===== src/rtl/svfbd_pkg.sv =====
package svfbd_pkg;

  // Field and register widths
  localparam int CoefW   = 25;
  localparam int VelW    = 17;
  localparam int StateW  = 32;
  localparam int SampleW = 16;
  localparam int CfgIdxW = 2;
  localparam int ProdW   = StateW + CoefW + 1;

  // Q formats
  localparam int QFrac = 24;
  localparam int OutShift = 10;
  localparam logic [CoefW-1:0] Q24_ONE = 25'd16777216;
  localparam logic [VelW-1:0]  VEL_ONE = 17'd65536;

  // Register reset values
  localparam logic [CoefW-1:0] FREQ_RST  = 25'd294005;
  localparam logic [CoefW-1:0] DAMP_RST  = 25'd798915;
  localparam logic [CoefW-1:0] DECAY_RST = 25'd16776385;

  // Register indexes
  localparam logic [CfgIdxW-1:0] REG_FREQ  = 2'd0;
  localparam logic [CfgIdxW-1:0] REG_DAMP  = 2'd1;
  localparam logic [CfgIdxW-1:0] REG_DECAY = 2'd2;

  // Request kinds
  localparam logic KIND_TICK    = 1'b0;
  localparam logic KIND_TRIGGER = 1'b1;

  // Q24 product, wrapped to 32 bits (floor shift of the signed product)
  function automatic logic [StateW-1:0] q24_wrap(input logic signed [ProdW-1:0] p);
    q24_wrap = p[QFrac+StateW-1:QFrac];
  endfunction

endpackage


===== src/rtl/svfbd_mul.sv =====
// Shared signed-by-unsigned multiplier with a registered product
module svfbd_mul (
  input  logic                              clk,
  input  logic signed [svfbd_pkg::StateW-1:0] mul_a,
  input  logic        [svfbd_pkg::CoefW-1:0]  mul_b,
  output logic signed [svfbd_pkg::ProdW-1:0]  prod_r
);
  import svfbd_pkg::*;

  logic signed [CoefW:0]   b_s;
  logic signed [ProdW-1:0] prod_nxt;

  assign b_s      = $signed({1'b0, mul_b});
  assign prod_nxt = ProdW'(mul_a) * ProdW'(b_s);

  always_ff @(posedge clk) begin
    prod_r <= prod_nxt;
  end

endmodule


===== src/rtl/svf_bass_drum_voice_unit.sv =====
// Bass-drum voice: Chamberlin state-variable filter with a decaying envelope.
// Input channel (in_valid/in_ready): in_kind selects tick or trigger;
//   in_velocity (Q16, clamped to 1.0) is used by triggers only.
// A trigger loads a one-sample impulse and restarts the envelope and gives
//   no result.
// A tick runs one filter update and gives one sample on the output channel
//   (out_valid/out_ready): seven sequencer steps issue five multiplies in
//   turn to one shared 32x26 multiplier with a registered product, and the
//   last step presents the sample. in_ready is low until the sequencer is
//   back in idle, so no new request is taken until the tick is done.
// The sample sits in an output register; a new request can be taken while
//   it waits. If the receiver stalls and a second sample is finished, the
//   sequencer holds in its last step until the register frees.
// Configuration (cfg_we/cfg_index/cfg_data) writes take effect at once; the user
//   makes them only while the block is idle (not enforced); unknown indexes are ignored.
// Synchronous reset restores the coefficient defaults, clears filter state,
//   impulse and envelope, and empties the output register.
module svf_bass_drum_voice_unit (
  input  logic                                clk,
  input  logic                                rst_n,
  input  logic                                in_valid,
  output logic                                in_ready,
  input  logic                                in_kind,
  input  logic        [svfbd_pkg::VelW-1:0]    in_velocity,
  output logic                                out_valid,
  input  logic                                out_ready,
  output logic signed [svfbd_pkg::SampleW-1:0] out_sample,
  input  logic                                cfg_we,
  input  logic        [svfbd_pkg::CfgIdxW-1:0] cfg_index,
  input  logic        [svfbd_pkg::CoefW-1:0]   cfg_data
);
  import svfbd_pkg::*;

  typedef enum logic [2:0] {
    S_IDLE, S_LP, S_QB, S_HP, S_BP, S_ENV, S_Y, S_DK
  } state_t;

  state_t state_r;

  logic [CoefW-1:0]  freq_r, damp_r, decay_r;
  logic [StateW-1:0] low_r, band_r, impulse_r, x_r, high_r;
  logic [CoefW-1:0]  env_r;
  logic signed [SampleW-1:0] hold_r;
  logic signed [SampleW-1:0] out_sample_r;
  logic              out_valid_r;

  logic                     accept;
  logic signed [StateW-1:0] mul_a;
  logic [CoefW-1:0]         mul_b;
  logic signed [ProdW-1:0]  prod_r;
  logic [StateW-1:0]        pq;
  logic [CoefW-1:0]         decay_sat;
  logic [VelW-1:0]          vel_c;
  logic [StateW-1:0]        impulse_nxt;
  logic signed [SampleW-1:0] sat_nxt;

  assign in_ready   = (state_r == S_IDLE);
  assign accept     = in_valid && in_ready;
  assign out_valid  = out_valid_r;
  assign out_sample = out_sample_r;
  assign pq         = q24_wrap(prod_r);

  // Clamp decay and velocity to 1.0
  assign decay_sat = (decay_r > Q24_ONE) ? Q24_ONE : decay_r;
  assign vel_c     = (in_velocity > VEL_ONE) ? VEL_ONE : in_velocity;
  // velocity * 12 * 256
  assign impulse_nxt = (StateW'(vel_c) << 11) + (StateW'(vel_c) << 10);

  // Saturate (product >> 10) to 16 bits
  always_comb begin
    if (pq[StateW-1] && (pq[StateW-2:OutShift+SampleW-1] != '1)) begin
      sat_nxt = {1'b1, {(SampleW-1){1'b0}}};
    end else if (!pq[StateW-1] && (pq[StateW-2:OutShift+SampleW-1] != '0)) begin
      sat_nxt = {1'b0, {(SampleW-1){1'b1}}};
    end else begin
      sat_nxt = $signed(pq[OutShift+SampleW-1:OutShift]);
    end
  end

  // Operand select for the shared multiplier
  always_comb begin
    mul_a = $signed(band_r);
    mul_b = freq_r;
    unique case (state_r)
      S_IDLE: begin
        mul_a = $signed(band_r);
        mul_b = freq_r;
      end
      S_LP: begin
        mul_a = $signed(band_r);
        mul_b = damp_r;
      end
      S_QB, S_HP: begin
        mul_a = $signed(high_r);
        mul_b = freq_r;
      end
      S_BP, S_ENV: begin
        mul_a = $signed(band_r);
        mul_b = env_r;
      end
      S_Y, S_DK: begin
        mul_a = $signed(StateW'(env_r));
        mul_b = decay_sat;
      end
      default: begin
        mul_a = $signed(band_r);
        mul_b = freq_r;
      end
    endcase
  end

  svfbd_mul u_mul (
    .clk    (clk),
    .mul_a  (mul_a),
    .mul_b  (mul_b),
    .prod_r (prod_r)
  );

  // Configuration registers
  always_ff @(posedge clk) begin
    if (!rst_n) begin
      freq_r  <= FREQ_RST;
      damp_r  <= DAMP_RST;
      decay_r <= DECAY_RST;
    end else if (cfg_we) begin
      unique case (cfg_index)
        REG_FREQ:  freq_r  <= cfg_data;
        REG_DAMP:  damp_r  <= cfg_data;
        REG_DECAY: decay_r <= cfg_data;
        default: ;
      endcase
    end
  end

  // Sequencer, voice state and output register
  always_ff @(posedge clk) begin
    if (!rst_n) begin
      state_r     <= S_IDLE;
      low_r       <= '0;
      band_r      <= '0;
      impulse_r   <= '0;
      env_r       <= '0;
      out_valid_r <= 1'b0;
    end else begin
      // last step refills the output register itself
      if (out_valid_r && out_ready && (state_r != S_DK)) begin
        out_valid_r <= 1'b0;
      end
      unique case (state_r)
        S_IDLE: begin
          if (accept) begin
            if (in_kind == KIND_TRIGGER) begin
              impulse_r <= impulse_nxt;
              env_r     <= Q24_ONE;
            end else begin
              x_r       <= impulse_r;
              impulse_r <= '0;
              state_r   <= S_LP;
            end
          end
        end
        // low += f*band
        S_LP: begin
          low_r   <= low_r + pq;
          state_r <= S_QB;
        end
        // high = x - low - q*band
        S_QB: begin
          high_r  <= x_r - low_r - pq;
          state_r <= S_HP;
        end
        S_HP: state_r <= S_BP;
        // band += f*high
        S_BP: begin
          band_r  <= band_r + pq;
          state_r <= S_ENV;
        end
        S_ENV: state_r <= S_Y;
        // y = band*env, shifted and saturated
        S_Y: begin
          hold_r  <= sat_nxt;
          state_r <= S_DK;
        end
        // env *= decay, present sample
        S_DK: begin
          if (!out_valid_r || out_ready) begin
            env_r        <= prod_r[QFrac+CoefW-1:QFrac];
            out_sample_r <= hold_r;
            out_valid_r  <= 1'b1;
            state_r      <= S_IDLE;
          end
        end
        default: state_r <= S_IDLE;
      endcase
    end
  end

endmodule

===== config.mk =====
export PLATFORM = sky130hd
export DESIGN_NAME = svf_bass_drum_voice_unit
export DESIGN_NICKNAME = d
export VERILOG_FILES = /design/src/rtl/svfbd_pkg.sv /design/src/rtl/svfbd_mul.sv /design/src/rtl/svf_bass_drum_voice_unit.sv
export SDC_FILE = /design/constraint.sdc
export NUM_CORES = 2
export LEC_CHECK = 0
export ABC_CLOCK_PERIOD_IN_PS = 9100
export BUFFER_PORTS_ARGS = -buffer_cell sky130_fd_sc_hd__buf_2
export CAP_MARGIN = 20
export CORE_MARGIN = 5
export CORE_UTILIZATION = 62
export DETAILED_ROUTE_END_ITERATION = 16
export PLACE_DENSITY = 0.79
export SLEW_MARGIN = 20
export SYNTH_ARGS = -nofsm -noshare
export SYNTH_HDL_FRONTEND = slang
export SYNTH_HIERARCHICAL = 1
export SYNTH_SLANG_ARGS = --single-unit

===== constraint.sdc =====
create_clock -name clk -period 9.1 [get_ports clk]
set_clock_uncertainty 0.05 [all_clocks]
set_input_delay 1.82 -clock clk [delete_from_list [all_inputs] [get_ports clk]]
set_output_delay 1.82 -clock clk [all_outputs]
set_load 0.05 [all_outputs]

* Yosys cells after proc, flatten, opt, wreduce, memory -nomap -nowiden
Index checks and enable logic that the tools add are counted.
** Storage, ports and cells
- Bits in registers :: 352
- Input bits :: 50
- Output and inout port bits :: 18
** Cells by class
- Add/subtract/negate cells :: 5
- Multiply operators :: 1
- $lt $le $gt $ge :: 2
- Equality and inequality tests :: 15
- Muxes and demuxes :: 17
- Bitwise operators :: 1
- Reductions and logical operators :: 27
** Operators by type and width (count)
- $mux 25 :: 4
- $pmux 25 s4 :: 1
- $pmux 32 s3 :: 1
- $add 32x32->32 :: 2
- $sub 32x32->32 :: 2
- $mul 32x26->56 :: 1
- $pmux 25 s2 :: 1
- $add 28x27->29 :: 1
- $mux 29 :: 1
- $gt 25x25->1 const B :: 1
- $pmux 3 s8 :: 1
- $gt 17x17->1 const B :: 1
- $mux 17 :: 1
- $mux 16 :: 1
- $eq 3x3->1 const B :: 4
- $reduce_and 2->1 :: 6
- $mux 3 :: 3
- $reduce_and 4->1 :: 2
- $eq 3x2->1 const B :: 2
- $ne 6x6->1 const B :: 1
- $reduce_and 3->1 :: 2
- $reduce_bool 6->1 :: 1
- $reduce_or 2->1 :: 3
- $logic_and 1x1->1 :: 5
- other kinds (15) :: 20

* Depth between registers and ports, before layout
- Word-level depth :: 5
- Depth in mapped cells :: 35

* Cells and area by module
The synthesis kept the hierarchy.
** Modules (own cells, without submodules)
- svfbd_mul :: instances 1, cells each 3202, area an instance 29884.9 µm², seq. area each 1161.1 µm²
- svf_bass_drum_voice_unit :: instances 1, cells each 2009, area an instance 16753.6 µm², seq. area each 6236.0 µm²

* Worst setup path before layout
Ideal clock, no wire load.
- Path kind :: register to register
- From :: register state_r[1]
- To :: register, netlist name u_mul/prod_r[57]
- Data arrival time :: 7.853 ns
- Data required time :: 8.934 ns
- Slack :: 1.081 ns
- Cell stages (with the launch flop) :: 29
- Clock period less this slack :: 8.019 ns
- Path through :: dfxtp_1 -> nor2b_1 -> clkbuf_1 -> nand2b_1 -> clkbuf_1 -> clkbuf_1 -> buf_1 -> nor2_1 -> nor2_1 -> clkbuf_1 -> nand2_1 -> fa_1 -> fa_1 -> fa_1 -> fa_1 -> inv_1 -> fa_1 -> fa_1 -> fa_1 -> ha_1 -> a21o_1 -> a21o_1 -> a21o_1 -> a22o_1 -> or3_4 -> o211a_1 -> o22a_4 -> a311o_1 -> o211a_1
** RTL lines
- start, declared :: line svf_bass_drum_voice_unit.sv:38 : state_t state_r;
- start signal, assigned :: line svf_bass_drum_voice_unit.sv:138 : state_r <= S_IDLE;
- start signal, assigned :: line svf_bass_drum_voice_unit.sv:158 : state_r <= S_LP;
- start signal, assigned :: line svf_bass_drum_voice_unit.sv:165 : state_r <= S_QB;

* Worst setup path in the final report
- From :: register decay_r[13]
- To :: register u_mul/prod_r[46] (netlist bit)
** Between the ends
- Cells in the longest elaborated chain, start to end :: 4
** RTL lines
- start, declared :: line svf_bass_drum_voice_unit.sv:40 : logic [CoefW-1:0] freq_r, damp_r, decay_r;
- start signal, assigned :: line svf_bass_drum_voice_unit.sv:129 : REG_DECAY: decay_r <= cfg_data;
- $gt 25x25->1 :: line svf_bass_drum_voice_unit.sv:64 : assign decay_sat = (decay_r > Q24_ONE) ? Q24_ONE : decay_r;
- $mux 25 :: line svf_bass_drum_voice_unit.sv:64
- $pmux 25 s4 :: line svf_bass_drum_voice_unit.sv:84 : unique case (state_r)
- via mul_b[9] :: line svf_bass_drum_voice_unit.sv:49 : logic [CoefW-1:0] mul_b;
- $mul 32x26->56 :: line svfbd_mul.sv:14 : assign prod_nxt = ProdW'(mul_a) * ProdW'(b_s);
- via u_mul.prod_nxt[46] :: line svfbd_mul.sv:11 : logic signed [ProdW-1:0] prod_nxt;
- end signal, assigned :: line svfbd_mul.sv:17 : prod_r <= prod_nxt;
- end, declared :: line svfbd_mul.sv:6 : output logic signed [svfbd_pkg::ProdW-1:0] prod_r
The timed path passes the listed nets, and every way through them passes these cells.
A chain may end at the register's enable or synchronous reset.

==> results <==
- Max-cap violations in this run came to 0.
- The worst max-slew margin expressed relative to the limit is roughly a quarter.
- For met3 alone, demand over resource in global routing was under 10%.
- The synthesis warning total is 6.
- During I/O placement, the number of pins put on the boundary was between 60 and 70.
- Setup total negative slack on the finished layout was measured at 0 ps.
- The busiest layer in global routing is met2.
- The number of DRC markers in iteration 0 is roughly 2,700.
- The die area is between 70,000 and 80,000 sq um.
- After the last flow step, the layout net total stands at slightly above 6,000.
- The post-synthesis instance total is 5,079.
- 0 antenna diodes ended up in the layout.
- Clock tree synthesis selected as its root buffer the cell sky130_fd_sc_hd__clkbuf_16.
- The cell area after synthesis is 45,300 sq um.
- The flow ran to the end, and the final reports show no timing, DRC or antenna violations.
- The number of global-route vias before repair is approximately 37,000.
- At the worst endpoint, the required time is around 9500 ps.
- The weighted congestion at the end of routability-driven global placement is around 0.95.
- The startpoint kind of the worst setup timing path is a flip-flop.
- The min-delay analysis places its worst path in the category reg -> reg.
- The mean instance size in the synthesized netlist is around 8.9 sq um.
- In the final layout, the share of cells above drive strength 1 is 6.53%.
- The met2 usage is approximately 53%.
- The routed wire length is around 120 mm.
- Counting along the longest clock path gives a buffer depth of 3.
- The number of clock buffers added by TritonCTS is 28.
- The via count normalized by instance count is 5.78.
- After floorplanning, the core was sized to cover around 73,000 sq um.
- Hold repair after CTS inserted 0 buffers.
- The final-report hold violation count is 0.
- Counting every sink on the clock net gives 302.
- CTS built an H-tree with a depth of 1.
- The slowest stage of the critical path is the sky130_fd_sc_hd__fa_1 cell.
- In this run the core area contains 99 standard-cell rows.
- In this run the remaining antenna-violating nets after routing total 0.
- TritonCTS built the clock tree.
- In this run the vertical extent of the chip is ~280 microns.
- The wire-length estimate of the detail-placed layout is 93.0 mm.
- The critical path class is reg -> reg.
- In this run the tool buffered the top-level ports with between 60 and 70 buffer cells.
- The number of buffers inserted by post-CTS setup repair is 0.
- The total of endpoints with negative setup slack in the final report is 0.
- In the finished design, the share of the clock period the worst path needs comes to between 90% and 100%.
- Once the floorplan was initialized, standard cells occupied 62.3% of the core.
- In this design, the critical path's most frequently occurring cell is sky130_fd_sc_hd__fa_1.
- The number of antenna violations at the first check in global routing is 2.
- Relative to the synthesized area, the layout overhead comes to 6.37%.
- The detail-routed net length per standard cell is ~19 microns.
- The die is approximately 280 microns wide.
- The clock slew at the register clock pins of the worst setup and hold paths is approximately 70 ps.
- After detailed routing, the number of remaining DRC violations is 0.
- The placed instances occupy a cell area of between 40,000 and 50,000 sq um.
- The detailed router placed 34,800 vias in this run.
- The pre-antenna-repair detailed-routing pass consisted of 6 iterations.
- The first global-routing pass estimated 190 mm of wire.
- For this run, global-route usage on met1 was measured as around two fifths.
- The total grt overflow is 0.
- The largest single stage delay on the critical path is ~550 ps.
- The minimum clock period is ~8700 ps.
- The fmax is 115 MHz.
- When the netlist entered floorplanning its net count stood at approximately 6,300.
- The maximum number of pins on one net before global-route repair is between 80 and 90.
- The worst setup path is captured at a flip-flop.
- The top fanout value on the critical path is 25.
- Across all hold checks on the routed design, the worst slack comes to 371 ps.
- The global-route usage over all layers is slightly above 30%.
- The critical path data arrival time is 9110 ps.
- The final instance area is just under 50,000 sq um.
- The max-slew violation count was 0.
- The clock latency on the worst-skew pair is about 560 ps.
- The worst-margin pin slew is approximately 1100 ps.
-- placed cells by master (no fill, tap or decap), types with 30 or more instances in the layout --
cell and instances:
sky130_fd_sc_hd__a21o_1 92, sky130_fd_sc_hd__dfxtp_1 217, sky130_fd_sc_hd__clkbuf_16 30, sky130_fd_sc_hd__nand2_1 669, sky130_fd_sc_hd__nand3_1 78, sky130_fd_sc_hd__a21oi_1 227
sky130_fd_sc_hd__edfxtp_1 83, sky130_fd_sc_hd__nor2b_1 30, sky130_fd_sc_hd__nor2_1 209, sky130_fd_sc_hd__buf_2 67, sky130_fd_sc_hd__and2_1 481, sky130_fd_sc_hd__xnor2_1 93
sky130_fd_sc_hd__ha_1 297, sky130_fd_sc_hd__buf_4 103, sky130_fd_sc_hd__fa_1 837, sky130_fd_sc_hd__o21ai_0 85, sky130_fd_sc_hd__inv_1 961
-- area by class of cell --
cell class              count  area, sq um
clock buffers              41          812
well taps                 959         1200
fillers                  5787        24500
inverters                 962         3610
clock inverters            11          138
repair buffers            186         1420
multi-input cells        3570        34200
flip-flops and latches    302         6880
-- routing by layer --
metal | vias to the layer above | wire length, microns
li1 | 15600 | -
met1 | 17500 | 43900
met2 | 1439 | 58000
met3 | 394 | 8520
met4 | 4 | 6410
met5 | - | 27
-- worst max-delay path, delay by kind of cell, from the launching register on --
family	cells	cell delay [ps]
xor+xnor	1	130
compound gates	5	1020
fa+ha+maj	8	3880
buf+inv	7	1030
flops	1	320
simple gates	9	2140
-- what timing repair did --
item,CTS,global route
gates resized for setup,0,5
hold endpoints to repair,0,0
endpoints found under the setup margin,0,9
-- final timing paths --
check,start,end,slack [ps],depth (start not counted)
max reg2reg,decay_r[13],u_mul/prod_r[46],390,30
max,decay_r[13],u_mul/prod_r[46],390,30
min,hold_r[12],out_sample[12],370,0
min reg2reg,hold_r[12],out_sample[12],370,0
-- per-stage QoR --
step / worst slack (ps) / utilization [%] / instances
global route: -2.64 / 66.3 / 6031
global placement: 441 / 64.9 / 5978
CTS: 332 / 66.2 / 6030
finish: 385 / 66.3 / 6031
floorplan: 1110 / - / 5079
detailed placement: 367 / 64.9 / 5978
-- state kept, by name (all words and copies together), names as in the netlist --
signal and cells:
band_r 32, damp_r 25, decay_r 25, env_r 25, freq_r 25, high_r 32, hold_r 16, impulse_r 19
low_r 32, out_sample 16, out_valid 1, state_r 3, u_mul/prod_r 32, x_r 19
Power is left out: the tool's default activity adds up to more than one toggle a clock period on the data nets, which glitch-free logic cannot reach.
